$ cat config.mk
export PLATFORM = sky130hd
export DESIGN_NAME = mod_pow_digit_choice_count_flat
export DESIGN_NICKNAME = d
export VERILOG_FILES = /design/src/mpdc_pkg.sv /design/src/mpdc_req_if.sv /design/src/mpdc_rsp_if.sv /design/src/mpdc_modmul.sv /design/src/mod_pow_digit_choice_count.sv /design/src/flat_wrapper.sv
export SDC_FILE = /design/constraint.sdc
export NUM_CORES = 2
export LEC_CHECK = 0
export ABC_CLOCK_PERIOD_IN_PS = 13000
export BUFFER_PORTS_ARGS = -buffer_cell sky130_fd_sc_hd__buf_2
export CORE_ASPECT_RATIO = 0.75
export CORE_MARGIN = 5
export CORE_UTILIZATION = 35
export DETAILED_ROUTE_END_ITERATION = 8
export PLACE_DENSITY = 0.53
export SYNTH_ARGS = -nofsm -noshare
export SYNTH_HDL_FRONTEND = slang
export SYNTH_SLANG_ARGS = --single-unit
$ cat constraint.sdc
create_clock -name clock -period 13 [get_ports clock]
set_input_delay 1.95 -clock clock [delete_from_list [all_inputs] [get_ports clock]]
set_output_delay 1.95 -clock clock [all_outputs]
set_load 0.02 [all_outputs]
$ cat src/mpdc_pkg.sv
// Shared constants and types for the modular power product block.
// No dependencies; every other file of the block depends on this package.
package mpdc_pkg;

   localparam int COUNT_WIDTH = 63;
   localparam int BASE_WIDTH  = 30;

   localparam logic [BASE_WIDTH-1:0] PRIME_MOD = 30'd1000000007;
   localparam logic [31:0] TWO_PRIME = 32'd2000000014;

   // Barrett reciprocal: floor(2^61 / PRIME_MOD), fits in 32 bits
   localparam logic [31:0] BARRETT_M = 32'((64'd1 << 61) / 64'(PRIME_MOD));

   // register indexes on the configuration port
   localparam logic REG_EVEN_BASE = 1'b0;
   localparam logic REG_ODD_BASE  = 1'b1;

   typedef struct packed {
      logic                  start;
      logic [BASE_WIDTH-1:0] op_a;
      logic [BASE_WIDTH-1:0] op_b;
   } mm_cmd_type;

   typedef struct packed {
      logic                  done;
      logic [BASE_WIDTH-1:0] result;
   } mm_rsp_type;

endpackage

$ cat src/mpdc_req_if.sv
// Request channel: valid/ready handshake carrying the digit count.
// Depends on mpdc_pkg for the field width.
interface mpdc_req_if;
   logic                                 valid;
   logic                                 ready;
   logic [mpdc_pkg::COUNT_WIDTH-1:0]     digit_count;

   modport source (output valid, output digit_count, input ready);
   modport sink   (input valid, input digit_count, output ready);
endinterface

$ cat src/mpdc_rsp_if.sv
// Response channel: valid/ready handshake carrying the modular count.
// Depends on mpdc_pkg for the field width.
interface mpdc_rsp_if;
   logic                                 valid;
   logic                                 ready;
   logic [mpdc_pkg::BASE_WIDTH-1:0]      count_mod;

   modport source (output valid, output count_mod, input ready);
   modport sink   (input valid, input count_mod, output ready);
endinterface

$ cat src/mpdc_modmul.sv
// Iterative modular multiplier: (a * b) mod PRIME_MOD by Barrett reduction.
// One 32x32 multiplier is reused for the product and both Barrett steps.
// Depends on mpdc_pkg.
module mpdc_modmul (
   input  logic                clock,
   input  logic                reset,
   input  mpdc_pkg::mm_cmd_type cmd,
   output mpdc_pkg::mm_rsp_type rsp
);
   import mpdc_pkg::*;

   typedef enum logic [1:0] {
      S_IDLE,
      S_EST,
      S_QP,
      S_FIX
   } state_type;

   state_type             state_ff, state_in;
   logic [63:0]           prod_ff, prod_in;
   logic [31:0]           x_lo_ff, x_lo_in;
   logic                  done_ff, done_in;
   logic [BASE_WIDTH-1:0] result_ff, result_in;

   logic [31:0] mul_a;
   logic [31:0] mul_b;
   logic [63:0] mul_p;
   logic [31:0] rem;

   // operand select for the shared multiplier
   always_comb begin
      unique case (state_ff)
         S_IDLE: begin
            mul_a = {2'b00, cmd.op_a};
            mul_b = {2'b00, cmd.op_b};
         end
         S_EST: begin
            mul_a = {1'b0, prod_ff[59:29]};
            mul_b = BARRETT_M;
         end
         S_QP: begin
            mul_a = prod_ff[63:32];
            mul_b = {2'b00, PRIME_MOD};
         end
         default: begin
            mul_a = '0;
            mul_b = '0;
         end
      endcase
   end

   assign mul_p = mul_a * mul_b;
   // estimate is at most two short, so the remainder stays below 3P
   assign rem   = x_lo_ff - prod_ff[31:0];

   always_comb begin
      state_in  = state_ff;
      prod_in   = prod_ff;
      x_lo_in   = x_lo_ff;
      done_in   = 1'b0;
      result_in = result_ff;
      unique case (state_ff)
         S_IDLE: begin
            if (cmd.start) begin
               prod_in  = mul_p;
               state_in = S_EST;
            end
         end
         S_EST: begin
            x_lo_in  = prod_ff[31:0];
            prod_in  = mul_p;
            state_in = S_QP;
         end
         S_QP: begin
            prod_in  = mul_p;
            state_in = S_FIX;
         end
         S_FIX: begin
            if (rem >= TWO_PRIME) begin
               result_in = BASE_WIDTH'(rem - TWO_PRIME);
            end else if (rem >= {2'b00, PRIME_MOD}) begin
               result_in = BASE_WIDTH'(rem - {2'b00, PRIME_MOD});
            end else begin
               result_in = rem[BASE_WIDTH-1:0];
            end
            done_in  = 1'b1;
            state_in = S_IDLE;
         end
         default: state_in = S_IDLE;
      endcase
   end

   always_ff @(posedge clock) begin
      if (reset) begin
         state_ff <= S_IDLE;
         done_ff  <= 1'b0;
      end else begin
         state_ff <= state_in;
         done_ff  <= done_in;
      end
      prod_ff   <= prod_in;
      x_lo_ff   <= x_lo_in;
      result_ff <= result_in;
   end

   assign rsp.done   = done_ff;
   assign rsp.result = result_ff;

endmodule

$ cat src/mod_pow_digit_choice_count.sv
// Modular power product: even_base^ceil(n/2) * odd_base^floor(n/2) mod 1e9+7.
// Computed as (even_base*odd_base)^floor(n/2), times even_base when n is odd.
// With L = bit length and K = set bits of floor(n/2), there are L + K multiplies in all,
// base product included, or the base product alone when floor(n/2) is zero.
// Each multiply runs on the shared modmul unit.
// One request at a time; a new request is accepted only in the idle state.
// Synchronous reset sets bases 5, 4.
module mod_pow_digit_choice_count (
   input  logic        clock,
   input  logic        reset,
   mpdc_req_if.sink    req_ch,
   mpdc_rsp_if.source  rsp_ch,
   input  logic        csr_psel,
   input  logic        csr_penable,
   input  logic        csr_pwrite,
   input  logic [2:0]  csr_paddr,
   input  logic [31:0] csr_pwdata,
   output logic [31:0] csr_prdata,
   output logic        csr_pready
);
   import mpdc_pkg::*;

   typedef enum logic [2:0] {
      S_IDLE,
      S_PREP,
      S_WAIT_PREP,
      S_STEP,
      S_WAIT_ACC,
      S_WAIT_SQR,
      S_DELIVER
   } state_type;

   state_type              state_ff, state_in;
   logic [COUNT_WIDTH-1:0] expo_ff, expo_in;
   logic [BASE_WIDTH-1:0]  acc_ff, acc_in;
   logic [BASE_WIDTH-1:0]  base_ff, base_in;
   logic [BASE_WIDTH-1:0]  even_base_ff, even_base_in;
   logic [BASE_WIDTH-1:0]  odd_base_ff, odd_base_in;
   logic                   rsp_valid_ff, rsp_valid_in;
   logic [BASE_WIDTH-1:0]  rsp_count_ff, rsp_count_in;

   logic                   csr_wr;
   logic [BASE_WIDTH-1:0]  even_red;
   mm_cmd_type             mm_cmd;
   mm_rsp_type             mm_rsp;

   mpdc_modmul u_modmul (
      .clock (clock),
      .reset (reset),
      .cmd   (mm_cmd),
      .rsp   (mm_rsp)
   );

   assign csr_pready = 1'b1;
   assign csr_wr     = csr_psel && csr_penable && csr_pwrite;
   assign csr_prdata = (csr_paddr[2] == REG_ODD_BASE) ? {2'b00, odd_base_ff}
                                                      : {2'b00, even_base_ff};

   assign even_red = (even_base_ff >= PRIME_MOD) ? even_base_ff - PRIME_MOD
                                                 : even_base_ff;

   assign req_ch.ready     = (state_ff == S_IDLE);
   assign rsp_ch.valid     = rsp_valid_ff;
   assign rsp_ch.count_mod = rsp_count_ff;

   // issue a multiply on the cycle the sequencer leaves PREP, or STEP with a nonzero exponent
   always_comb begin
      mm_cmd.start = 1'b0;
      mm_cmd.op_a  = base_ff;
      mm_cmd.op_b  = base_ff;
      if (state_ff == S_PREP) begin
         mm_cmd.start = 1'b1;
         mm_cmd.op_a  = even_base_ff;
         mm_cmd.op_b  = odd_base_ff;
      end else if (state_ff == S_STEP && expo_ff != '0) begin
         mm_cmd.start = 1'b1;
         if (expo_ff[0]) begin
            mm_cmd.op_a = acc_ff;
         end
      end
   end

   always_comb begin
      state_in     = state_ff;
      expo_in      = expo_ff;
      acc_in       = acc_ff;
      base_in      = base_ff;
      even_base_in = even_base_ff;
      odd_base_in  = odd_base_ff;
      rsp_valid_in = rsp_valid_ff && !rsp_ch.ready;
      rsp_count_in = rsp_count_ff;

      if (csr_wr) begin
         unique case (csr_paddr[2])
            REG_EVEN_BASE: even_base_in = csr_pwdata[BASE_WIDTH-1:0];
            REG_ODD_BASE:  odd_base_in  = csr_pwdata[BASE_WIDTH-1:0];
            default:       ;
         endcase
      end

      unique case (state_ff)
         S_IDLE: begin
            if (req_ch.valid) begin
               expo_in  = req_ch.digit_count >> 1;
               acc_in   = req_ch.digit_count[0] ? even_red : BASE_WIDTH'(1);
               state_in = S_PREP;
            end
         end
         S_PREP: state_in = S_WAIT_PREP;
         S_WAIT_PREP: begin
            if (mm_rsp.done) begin
               base_in  = mm_rsp.result;
               state_in = S_STEP;
            end
         end
         S_STEP: begin
            if (expo_ff == '0) begin
               state_in = S_DELIVER;
            end else if (expo_ff[0]) begin
               state_in = S_WAIT_ACC;
            end else begin
               state_in = S_WAIT_SQR;
            end
         end
         S_WAIT_ACC: begin
            if (mm_rsp.done) begin
               acc_in   = mm_rsp.result;
               expo_in  = expo_ff & ~COUNT_WIDTH'(1);
               state_in = S_STEP;
            end
         end
         S_WAIT_SQR: begin
            if (mm_rsp.done) begin
               base_in  = mm_rsp.result;
               expo_in  = expo_ff >> 1;
               state_in = S_STEP;
            end
         end
         S_DELIVER: begin
            // hold until the output register is free
            if (!rsp_valid_ff || rsp_ch.ready) begin
               rsp_valid_in = 1'b1;
               rsp_count_in = acc_ff;
               state_in     = S_IDLE;
            end
         end
         default: state_in = S_IDLE;
      endcase
   end

   always_ff @(posedge clock) begin
      if (reset) begin
         state_ff     <= S_IDLE;
         rsp_valid_ff <= 1'b0;
         even_base_ff <= BASE_WIDTH'(5);
         odd_base_ff  <= BASE_WIDTH'(4);
      end else begin
         state_ff     <= state_in;
         rsp_valid_ff <= rsp_valid_in;
         even_base_ff <= even_base_in;
         odd_base_ff  <= odd_base_in;
      end
      expo_ff      <= expo_in;
      acc_ff       <= acc_in;
      base_ff      <= base_in;
      rsp_count_ff <= rsp_count_in;
   end

endmodule

$ cat src/flat_wrapper.sv
// flat-port wrapper written by rule: the top's interface ports become plain ports
module mod_pow_digit_choice_count_flat import mpdc_pkg::*;
  (clock, reset, csr_psel, csr_penable, csr_pwrite, csr_paddr, csr_pwdata, csr_prdata, csr_pready, req_ch_valid, req_ch_digit_count, req_ch_ready, rsp_ch_valid, rsp_ch_count_mod, rsp_ch_ready);
  mpdc_req_if req_ch_i ();
  mpdc_rsp_if rsp_ch_i ();
  input  logic clock;
  input  logic reset;
  input  logic csr_psel;
  input  logic csr_penable;
  input  logic csr_pwrite;
  input  logic [2:0] csr_paddr;
  input  logic [31:0] csr_pwdata;
  output logic [31:0] csr_prdata;
  output logic csr_pready;
  input wire logic [$bits(req_ch_i.valid)-1:0] req_ch_valid;
  input wire logic [$bits(req_ch_i.digit_count)-1:0] req_ch_digit_count;
  output wire logic [$bits(req_ch_i.ready)-1:0] req_ch_ready;
  output wire logic [$bits(rsp_ch_i.valid)-1:0] rsp_ch_valid;
  output wire logic [$bits(rsp_ch_i.count_mod)-1:0] rsp_ch_count_mod;
  input wire logic [$bits(rsp_ch_i.ready)-1:0] rsp_ch_ready;
  assign req_ch_i.valid = req_ch_valid;
  assign req_ch_i.digit_count = req_ch_digit_count;
  assign req_ch_ready = req_ch_i.ready;
  assign rsp_ch_valid = rsp_ch_i.valid;
  assign rsp_ch_count_mod = rsp_ch_i.count_mod;
  assign rsp_ch_i.ready = rsp_ch_ready;
  mod_pow_digit_choice_count u_core (.clock(clock), .reset(reset), .req_ch(req_ch_i), .rsp_ch(rsp_ch_i), .csr_psel(csr_psel), .csr_penable(csr_penable), .csr_pwrite(csr_pwrite), .csr_paddr(csr_paddr), .csr_pwdata(csr_pwdata), .csr_prdata(csr_prdata), .csr_pready(csr_pready));
endmodule
==> summary.txt <==
Cells and area
  • Multi-input gate area: 0.03621 mm2
  • Filler instances: 14550
  • Nets: 6900
  • Area growth syn-to-layout: 8.954%
  • Storage element area: 0.009691 mm2
  • Layout cell share with drive strength beyond 1: 8.965%

Routing
  • Via-per-instance ratio: 5.319
  • Iteration-0 DRC Markers: 4105
  • Antenna-violating nets left: 0
  • Drt pass-1 iters: 7
  • DRC: 0
  • Wirelength per Cell: 24.23 um
  • Via count: 39980
  • Total wire length: 182.1 mm

Setup path
  • Crit. End Element: flip-flop
  • Largest stage delay, worst path: 0.99 ns
  • CP Launch Type: flip-flop
  • Worst-path maximum fanout: 17
  • Crit path to: u_core.u_modmul.prod_ff[60]
  • Reg2reg path depth: 37
  • Setup CP Type: flip-flop to flip-flop
  • Flop2flop setup slack: 0.48 ns
  • Critical path launch point: u_core.expo_ff[11]
  • Worst R2R Start: u_core.expo_ff[11]
  • RR Endpoint: u_core.u_modmul.prod_ff[60]
  • Crit path max-delay family: adder cells
  • Critical Path Stages: 37
  • WP buf/inv: 8
  • Critical Path RT: 13.37 ns
  • Critical Path AT: 12.89 ns
  • Most common cell on crit path: fa_1
  • Worst path slowest cell: o21ai_0

Clock tree
  • Hold Buf Count CTS: 0
  • CTS clock-pin slew for the worst setup and hold paths: 0.08 ns
  • Root buf cell: clkbuf_16
  • Htree depth: 1
  • Post_cts resized: 0
  • CTS tree: yes
  • Clock Latency Late Sink: 0.62 ns
  • CTS Buffer Depth: 3
  • Clock sinks: 345
  • Post-CTS Setup Bufs: 0
  • CTS buffer count: 30

Synth
  • Synthesized area per cell: 9.082 um2
  • Post-synthesis cell type count: 87
  • EDFF count, synth: 278
  • Sequential area share after synthesis: 19.24%
  • Ys flop type: edfxtp_1
  • FF+latch count, synth: 345
  • Synth Instances: 5545
  • Ys Warns: 0
  • Mapped Area: 0.05036 mm2
  • Ys async rst share: 0%

Global route
  • Global-route usage over all layers: 23.69%
  • GRT overflow: 0
  • Initial antenna violation count: 7
  • Largest net degree at the start of global routing: 124
  • Vias in the first global route: 40180
  • First-pass GRT wire length: 269.2 mm

Worst hold path
  • Hold Crit Class: flip-flop to flip-flop

STA
  • Slew @ Worst Pin: 1.259 ns
  • RSZ-0062 raised after global routing: false
  • Worst rel slew slack: 15.18%
  • Tcrit/Tclk final: 96.31%
  • Fmax: 79.87 MHz
  • Setup violators final: 0
  • Clock skew: 0.02440 ns
  • Fin. Hold Viols: 0
  • Fin Setup TNS: 0 ns
  • Final min period: 12.52 ns
  • Slew Limit Fails: 0

Status
  • Outcome: completed

Die
  • Site row count: 120
  • DIE AREA: 0.1517 mm2
  • Core region area: 0.1429 mm2
  • IO Count: 170
  • Die Wd: 448.0 um
  • Initial Utilization: 35.23%
  • Height of the die: 338.5 um

Job
  • Max Cap Viol: 0

Placement
  • DP HPWL: 148.4 mm
  • I/O Buffers: 162
  • GP Congestion: 0.9691
[stage by stage]
| stage | hold slack, ns | instance area, um2 | util (%) | std cells | setup WS (ns) |
|---|---|---|---|---|---|
| after floorplan | 0.4257 | 50370 | - | 5546 | 3.042 |
| after CTS | 0.4555 | 54860 | 38.38 | 7513 | 0.7034 |
| after detailed placement | 0.4347 | 53820 | 37.65 | 7457 | 0.8318 |
| after global routing | 0.4684 | 54860 | 38.38 | 7513 | 0.03534 |
| after global placement | 0.4382 | 53820 | 37.65 | 7457 | 0.8995 |
| final | 0.4515 | 54870 | 38.39 | 7516 | 0.4791 |
[Yosys cell counts, drive strengths merged (24+ instances only)]
| master | instances | area (um2) |
|---|---|---|
| a21o | 72 | 540.5 |
| a21oi | 203 | 1027 |
| a222oi | 30 | 300.3 |
| and2 | 55 | 344.1 |
| buf | 33 | 181.4 |
| clkbuf | 280 | 1051 |
| dfxtp | 67 | 1341 |
| edfxtp | 278 | 8348 |
| fa | 866 | 17340 |
| ha | 331 | 4141 |
| inv | 922 | 3461 |
| mux2 | 38 | 427.9 |
| mux2i | 58 | 580.6 |
| nand2 | 772 | 2898 |
| nand2b | 61 | 381.6 |
| nand3 | 54 | 275.3 |
| nor2 | 697 | 2616 |
| nor2b | 32 | 207.7 |
| nor3 | 27 | 135.1 |
| o21a | 31 | 234.0 |
| o21ai | 187 | 943.4 |
| o31ai | 32 | 240.2 |
| or2 | 24 | 150.1 |
| xnor2 | 87 | 762.0 |
| xor2 | 56 | 490.5 |
[worst min path at each step]
stage / start / endpoint / slack [ns] / cells past startpoint
floorplan: u_core.acc_ff[0] / u_core.rsp_ch.count_mod[0] / 0.43 / 0
global placement: u_core.u_modmul.prod_ff[16] / u_core.u_modmul.x_lo_ff[16] / 0.44 / 0
global route: u_core.u_modmul.prod_ff[19] / u_core.u_modmul.x_lo_ff[19] / 0.47 / 0
finish: u_core.u_modmul.prod_ff[17] / u_core.u_modmul.x_lo_ff[17] / 0.45 / 0
CTS: u_core.u_modmul.prod_ff[17] / u_core.u_modmul.x_lo_ff[17] / 0.46 / 0
detailed placement: u_core.u_modmul.prod_ff[19] / u_core.u_modmul.x_lo_ff[19] / 0.43 / 0
[sequential cells by signal (all words and copies together), names as in the netlist]
name	count
u_core.rsp_ch.valid	1
u_core.even_base_ff	30
u_core.u_modmul.prod_ff	64
u_core.u_modmul.result_ff	30
u_core.odd_base_ff	30
u_core.u_modmul.done_ff	1
u_core.u_modmul.x_lo_ff	32
u_core.base_ff	30
u_core.state_ff	3
u_core.acc_ff	30
u_core.rsp_ch.count_mod	30
u_core.u_modmul.state_ff	2
u_core.expo_ff	62
[logic make-up (layout without fill, tap and decap cells)]
group / after synthesis / after routing / share of synthesized area (%)
multiplexers: 96 / 96 / 2.002
AO/OA/AOI/OAI: 702 / 702 / 8.981
AND/OR/NAND/NOR: 1825 / 1825 / 15.31
flip-flops: 345 / 345 / 19.24
adder cells (fa/ha/maj): 1197 / 1197 / 42.65
other: 2 / 6 / 0.01491
XOR/XNOR: 143 / 143 / 2.487
buffers and inverters: 1235 / 1311 / 9.319
[cells in the final DEF (no fill, tap or decap), types with 22 or more instances in the layout]
cell type,synthesis,final
buf_4,5,171
fa_1,866,866
buf_2,19,162
mux2i_1,58,58
nor2_1,697,679
a21oi_1,202,197
a21o_1,72,72
a222oi_1,30,30
nand2_1,772,770
xnor2_1,87,87
o21a_1,30,30
inv_1,922,922
o31ai_1,32,32
nand4_1,23,23
xor2_1,56,56
nand3_1,53,53
or2_2,22,22
o21ai_0,166,163
nor2b_1,31,30
nand2b_1,61,60
mux2_2,38,38
and3_1,22,22
nor4_1,22,22
and2_1,55,55
clkbuf_16,0,34
edfxtp_1,278,278
dfxtp_1,67,66
ha_1,331,329
nor3_1,27,27
[metal layers]
| metal | vias to the layer above | global-route usage, % | part of all wire [%] | wire length (um) |
|---|---|---|---|---|
| li1 | 17550 | - | - | - |
| met1 | 20390 | 36.55 | 47 | 84690 |
| met2 | 1798 | 32.17 | 39 | 71810 |
| met3 | 237 | 7.329 | 11 | 20940 |
| met4 | 2 | 5.143 | 2.6 | 4656 |
| met5 | - | 0.06349 | 0.0071 | 13 |
[final cells by class]
cell class | count | share of cell area, %
repair buffers | 333 | 3.817
diodes | 3 | 0.01368
well taps | 1891 | 4.312
multi-input cells | 3966 | 65.98
flip-flops and latches | 345 | 17.66
inverters | 922 | 6.307
clock buffers | 49 | 1.813
clock inverters | 7 | 0.09349
Power is not shown: default switching activity piles up to over one toggle a cycle in this logic, so the estimate is an artifact.
